===== src/c8ie_pkg.sv =====
// shared types, codes and constant tables of the chip-8 execute unit
// used by c8ie_mem, c8ie_alu and chip8_instruction_execute_unit
package c8ie_pkg;

    localparam int MEM_DEPTH = 4096;
    localparam int MEM_AW = 12;
    localparam int FONT_LEN = 80;
    localparam int STACK_DEPTH_DEF = 16;
    localparam int ROM_START_DEF = 512;
    localparam int FONT_BASE_DEF = 80;

    // item kinds on the op field
    localparam logic [1:0] OP_EXEC = 2'd0;
    localparam logic [1:0] OP_WRITE = 2'd1;
    localparam logic [1:0] OP_READ = 2'd2;
    localparam logic [1:0] OP_NOP = 2'd3;

    typedef enum logic [3:0] {
        ALU_PASS_B,
        ALU_OR,
        ALU_AND,
        ALU_XOR,
        ALU_ADD,
        ALU_SUB,
        ALU_RSUB,
        ALU_SHR,
        ALU_SHL
    } alu_op_t;

    typedef struct packed {
        alu_op_t    op;
        logic [7:0] a;
        logic [7:0] b;
    } alu_ctrl_t;

    typedef struct packed {
        logic [7:0] res;
        logic       flag;
        logic       eq;
    } alu_stat_t;

    typedef struct packed {
        logic              we;
        logic [MEM_AW-1:0] waddr;
        logic [7:0]        wdata;
        logic [MEM_AW-1:0] raddr;
    } mem_req_t;

    localparam logic [7:0] GLYPHS [FONT_LEN] = '{
        8'hF0, 8'h90, 8'h90, 8'h90, 8'hF0, 8'h20, 8'h60, 8'h20, 8'h20, 8'h70,
        8'hF0, 8'h10, 8'hF0, 8'h80, 8'hF0, 8'hF0, 8'h10, 8'hF0, 8'h10, 8'hF0,
        8'h90, 8'h90, 8'hF0, 8'h10, 8'h10, 8'hF0, 8'h80, 8'hF0, 8'h10, 8'hF0,
        8'hF0, 8'h80, 8'hF0, 8'h90, 8'hF0, 8'hF0, 8'h10, 8'h20, 8'h40, 8'h40,
        8'hF0, 8'h90, 8'hF0, 8'h90, 8'hF0, 8'hF0, 8'h90, 8'hF0, 8'h10, 8'hF0,
        8'hF0, 8'h90, 8'hF0, 8'h90, 8'h90, 8'hE0, 8'h90, 8'hE0, 8'h90, 8'hE0,
        8'hF0, 8'h80, 8'h80, 8'h80, 8'hF0, 8'hE0, 8'h90, 8'h90, 8'h90, 8'hE0,
        8'hF0, 8'h80, 8'hF0, 8'h80, 8'hF0, 8'hF0, 8'h80, 8'hF0, 8'h80, 8'h80
    };

    function automatic logic [7:0] glyph(input logic [6:0] idx);
        glyph = GLYPHS[idx];
    endfunction

    // decimal digits of a byte: compare-subtract for hundreds, reciprocal for tens
    function automatic logic [7:0] bcd_digit(input logic [7:0] v, input logic [1:0] sel);
        logic [1:0]  h;
        logic [7:0]  rem;
        logic [14:0] prod;
        logic [3:0]  t;
        logic [7:0]  o;
        h = (v >= 8'd200) ? 2'd2 : ((v >= 8'd100) ? 2'd1 : 2'd0);
        rem = (h == 2'd2) ? v - 8'd200 : ((h == 2'd1) ? v - 8'd100 : v);
        prod = {8'b0, rem[6:0]} * 15'd205;
        t = prod[14:11];
        o = rem - ({4'b0, t} * 8'd10);
        case (sel)
            2'd0:    bcd_digit = {6'b0, h};
            2'd1:    bcd_digit = {4'b0, t};
            default: bcd_digit = o;
        endcase
    endfunction

endpackage


===== src/c8ie_alu.sv =====
// shared byte unit: logic ops, add, both subtracts, shifts, flag and equality
// depends on c8ie_pkg
module c8ie_alu (
    input  c8ie_pkg::alu_ctrl_t ctrl,
    output c8ie_pkg::alu_stat_t stat
);

    logic [8:0] sum;
    logic [8:0] diff;
    logic [8:0] rdiff;
    logic eq;

    assign sum = {1'b0, ctrl.a} + {1'b0, ctrl.b};
    assign diff = {1'b0, ctrl.a} - {1'b0, ctrl.b};
    assign rdiff = {1'b0, ctrl.b} - {1'b0, ctrl.a};
    assign eq = (ctrl.a == ctrl.b);

    always_comb
    begin
        stat.eq = eq;
        stat.flag = 1'b0;
        stat.res = ctrl.b;
        unique case (ctrl.op)
            c8ie_pkg::ALU_PASS_B: stat.res = ctrl.b;
            c8ie_pkg::ALU_OR:     stat.res = ctrl.a | ctrl.b;
            c8ie_pkg::ALU_AND:    stat.res = ctrl.a & ctrl.b;
            c8ie_pkg::ALU_XOR:    stat.res = ctrl.a ^ ctrl.b;
            c8ie_pkg::ALU_ADD:
            begin
                stat.res = sum[7:0];
                stat.flag = sum[8];
            end
            c8ie_pkg::ALU_SUB:
            begin
                stat.res = diff[7:0];
                stat.flag = !diff[8] && !eq;
            end
            c8ie_pkg::ALU_RSUB:
            begin
                stat.res = rdiff[7:0];
                stat.flag = !rdiff[8] && !eq;
            end
            c8ie_pkg::ALU_SHR:
            begin
                stat.res = {1'b0, ctrl.a[7:1]};
                stat.flag = ctrl.a[0];
            end
            c8ie_pkg::ALU_SHL:
            begin
                stat.res = {ctrl.a[6:0], 1'b0};
                stat.flag = ctrl.a[7];
            end
            default: stat.res = ctrl.b;
        endcase
    end

endmodule


===== config.mk =====
export PLATFORM = sky130hd
export DESIGN_NAME = c8ie_alu
export DESIGN_NICKNAME = d
export VERILOG_FILES = /design/src/c8ie_pkg.sv /design/src/c8ie_alu.sv
export SDC_FILE = /design/constraint.sdc
export NUM_CORES = 1
export LEC_CHECK = 0
export BUFFER_PORTS_ARGS = -buffer_cell sky130_fd_sc_hd__buf_2
export CAP_MARGIN = 20
export CELL_PAD_IN_SITES_DETAIL_PLACEMENT = 1
export CELL_PAD_IN_SITES_GLOBAL_PLACEMENT = 2
export CORE_ASPECT_RATIO = 0.6
export CORE_MARGIN = 2
export CORE_UTILIZATION = 30
export DETAILED_ROUTE_END_ITERATION = 8
export PLACE_DENSITY = 0.77
export SLEW_MARGIN = 10
export SYNTH_ARGS = -nofsm -noshare
export SYNTH_HDL_FRONTEND = slang
export SYNTH_SLANG_ARGS = --single-unit

===== constraint.sdc =====
create_clock -name vclk -period 2.8
set_input_delay 0.56 -clock vclk [all_inputs]
set_output_delay 0.56 -clock vclk [all_outputs]
set_load 0.05 [all_outputs]

* Word level (Yosys, flattened, before mapping)
Cells that the tools add are included.
** Operators by class
- Multipliers :: 0
- Shift-type cells :: 0
- Bitwise logic cells :: 3
- Reductions and logical operators :: 5
- Magnitude comparators :: 0
- Add/subtract/negate cells :: 3
- Mux-type cells :: 2
- Eq/ne operators :: 9
- Div/mod/pow operators :: 0
** Operator list (number)
- $pmux 8 s8 :: 1
- $sub 8x8->9 :: 2
- $eq 4x3->1 const B :: 4
- $add 8x8->9 :: 1
- $and 8x8->8 :: 1
- $eq 4x2->1 const B :: 2
- $eq 8x8->1 :: 1
- $or 8x8->8 :: 1
- $xor 8x8->8 :: 1
- $pmux 1 s5 :: 1
- $eq 4x1->1 const B :: 1
- $eq 4x4->1 const B :: 1
- $logic_not 1->1 :: 3
- $logic_and 1x1->1 :: 2
** Word-level totals
- Input bits :: 20
- Memories kept :: 0
- Memory bits (read-only) :: 0
- Word-level logic and storage cells :: 22
- Register bits :: 0
- Output and inout port bits :: 10
- Latch bits :: 0
- RAM bits :: 0

* Logic depth before layout (Yosys ltp)
- Depth in word-level cells :: 4
- Gate-level depth with buffers :: 10
- Depth with buffers taken out :: 10

* Worst setup path after synthesis
OpenSTA, ideal clock, no wires.
- Kind :: input to output
- From :: input port ctrl[4] (netlist bit)
- To :: output port stat[9] (netlist bit)
- Data arrival time :: 2.928 ns
- Path slack :: -0.688 ns
- Buffers on the path :: 1
- Stages :: 8
- Cells stage by stage :: inv_1 > ha_1 > clkbuf_1 > nor4_1 > a211oi_2 > xnor2_1 > o211ai_1 > a2bb2oi_1
** RTL lines
- start: declaration :: RTL line c8ie_alu.sv:4 : input c8ie_pkg::alu_ctrl_t ctrl,
- end: declaration :: RTL line c8ie_alu.sv:5 : output c8ie_pkg::alu_stat_t stat

==> results.md <==
- Run status: finished, violations left
- Failing checks: negative setup slack
- Worst min-delay path endpoint: stat[2]
- Static Leakage: 1.572 nW
- Row count: 22
- Sequential cell area: 0 sq um
- Least-Margin Pin Slew: 0.5373 ns
- Dominant cell type by count on the critical path: sky130_fd_sc_hd__buf_8
- Synthesized area per cell: 6.853 sq um
- Worst hold margin: 1.565 ns
- Origin of the worst min-delay path: ctrl[0]
- Initial core utilization: 31.54%
- Average detailed-routed wire length per instance: 19.87 um
- Antenna Diode Count: 0
- Total Die Area: 0.007193 sq mm
- Critical path startpoint category: input port
- Number of stages on the worst hold path: 3
- Number of antenna violations at the first check in global routing: 0
- Post-Synthesis Net Count: 343
- Worst Setup End Kind: output pin
- Final setup slack of the worst path: -0.3539 ns
- Initial DRC count: 274
- Sequential share of the synthesized area: 0%
- Number of buffers inserted by hold repair at cts: 0
- Most common library cell in the layout ignoring fill and taps: sky130_fd_sc_hd__buf_4
- I/O pin total: 30
- Antenna-violating nets left: 0
- Required time at the worst-slack endpoint: 2.24 ns
- Power per Cell Area: 220.0 mW/mm^2
- Data arrival, critical path: 2.59 ns
- Area of the multi-input gates: 0.002061 sq mm
- Max IR drop VDD: 0.1011 mV
- Total standard cell area after synthesis: 0.001953 sq mm
- Number of global-route vias before repair: 2789
- Post-detailed-route via-to-cell ratio: 5.567
- FILL cells: 793
- Total length of routed wires: 9814 um
- Gp weighted congestion: 0.9406
- CP Max Fanout: 4
- Worst Path Class, Setup: input port to output pin
- Count of buffers inserted at the top-level ports: 30
- Maximum clock frequency: 317.1 MHz
- Relative max-transition margin: 63.90%
- Worst-case setup slack after placement: -0.6071 ns
- Slowest cell on the critical path: sky130_fd_sc_hd__fa_2
- Overall fraction of global-route tracks in use: 27.84%
- Die outline width: 108.2 um
- Yosys warning count: 0
- Setup repair after global routing missed its margin: true
- Nets: 470
- Dpl hpwl: 8141 um
- Longest individual stage delay on the worst path: 0.38 ns
- FFs & Latches: 0
- Leading cell types in the layout, fill and taps excluded: sky130_fd_sc_hd__buf_4 (114), sky130_fd_sc_hd__nor2_1 (27), sky130_fd_sc_hd__ha_1 (25), sky130_fd_sc_hd__inv_1 (21), sky130_fd_sc_hd__a21oi_1 (20)
- Cells along the critical path: buf_8 -> ha_4 -> fa_2 -> a211oi_2 -> nor2_2 -> or3_4 -> o2bb2a_4 -> o22ai_2 -> o32a_4 -> buf_8
- Area growth from synthesis to layout: 75.40%
- Floorplan die height: 66.50 um
- Max-cap violation count: 0
- Total iterations of the first detailed-routing run: 5
- Number of slew-limit violations in the final report: 0
- Number of clock buffers in the layout: 0
- Number of remaining DRC errors: 0
- Ratio of cells with drive above 1 in the final layout: 48.54%
- Congestion Overflow GR: 0
- Worst hold-check path type: input port to output pin
- Area of the core: 0.006193 sq mm
- Final hold violations: 0
- Final setup violation count: 8
- Maximum number of pins on one net before global-route repair: 14
- Number of distinct library cells after synthesis: 61
- Post-synthesis cell count: 285
- Util after Layout: 55.31%
- Post-route fraction of the period consumed by the critical path: 112.6%
- Time the final worst path needs with I/O delays and setup: 3.154 ns
- Vias post-DR: 2750
- Total design power: 0.0007538 W
- Global-route wire length before repair: 15390 um
-- critical path, delay by kind of cell --
kind                     cells  cell delay, ns
AO/OA/AOI/OAI                4            0.80
adder cells (fa/ha/maj)      2            0.54
AND/OR/NAND/NOR              2            0.45
buffers and inverters        2            0.25
-- synthesized netlist by cell type, types with 5 or more instances --
| cell type | n | area share, % |
|---|---|---|
| sky130_fd_sc_hd__nand2b_1 | 5 | 1.6 |
| sky130_fd_sc_hd__a211oi_1 | 6 | 2.3 |
| sky130_fd_sc_hd__a31oi_1 | 5 | 1.6 |
| sky130_fd_sc_hd__nand3_1 | 7 | 1.8 |
| sky130_fd_sc_hd__nand2_1 | 17 | 3.3 |
| sky130_fd_sc_hd__nor3_1 | 8 | 2.1 |
| sky130_fd_sc_hd__o21ai_0 | 20 | 5.1 |
| sky130_fd_sc_hd__clkbuf_1 | 11 | 2.1 |
| sky130_fd_sc_hd__a221oi_1 | 5 | 2.2 |
| sky130_fd_sc_hd__or3_1 | 6 | 1.9 |
| sky130_fd_sc_hd__a21oi_1 | 20 | 5.1 |
| sky130_fd_sc_hd__ha_1 | 35 | 22 |
| sky130_fd_sc_hd__o22ai_1 | 7 | 2.2 |
| sky130_fd_sc_hd__inv_1 | 28 | 5.4 |
| sky130_fd_sc_hd__nor2_1 | 30 | 5.8 |
-- logic make-up (layout without fill, tap and decap cells) --
family	after synthesis	in the layout	share of synthesized area [%]
compound gates	97	97	35.24
simple gates	91	91	23.00
buf+inv	48	173	10.38
fa+ha+maj	38	38	25.50
xor+xnor	6	6	2.691
mux	5	5	3.203
-- through the flow --
| step | cell area [sq um] | std cells | setup TNS (ns) |
|---|---|---|---|
| 2_1_floorplan | 2152 | 285 | -0.4783 |
| 3_5_place_dp | 3107 | 486 | -3.454 |
| 4_1_cts | 3326 | 490 | -1.896 |
| 6_report | 3426 | 494 | -1.899 |
| 5_1_grt | 3426 | 494 | -2.516 |
| 3_3_place_gp | 3107 | 486 | -3.144 |
-- power breakdown --
part	leakage (nW)	switching, W	internal, W
clock network	0	0	0
logic	1.57	0.000401	0.000353
registers	0	0	0
total	1.57	0.000401	0.000353
-- worst max-delay path by stage --
| stage | from | to | slack [ns] | cells after the start |
|---|---|---|---|---|
| after floorplan | ctrl[0] | stat[8] | -0.13 | 8 |
| after global placement | ctrl[0] | stat[8] | -0.56 | 10 |
| final | ctrl[8] | stat[8] | -0.35 | 10 |
| after global routing | ctrl[8] | stat[8] | -0.43 | 10 |
| after CTS | ctrl[8] | stat[8] | -0.35 | 10 |
| after detailed placement | ctrl[0] | stat[8] | -0.61 | 10 |
-- routing by layer --
metal  routed length (um)  global-route usage (%)
met5                    0                       0
met4                   96                   2.724
met3                  663                   1.663
met2                 4122                   44.89
met1                 4931                   41.89
-- what timing repair did --
item,in CTS,in global routing
resized for setup,62,14
pin swaps,26,9
setup buffers,4,4
endpoints found under the setup margin,8,10
-- layout make-up --
type | count | area share [%]
multi-input cells | 237 | 60.15
well taps | 84 | 3.068
repair buffers | 144 | 32.94
inverters | 29 | 3.835
Note: power is estimated with default switching activity, not from simulation.
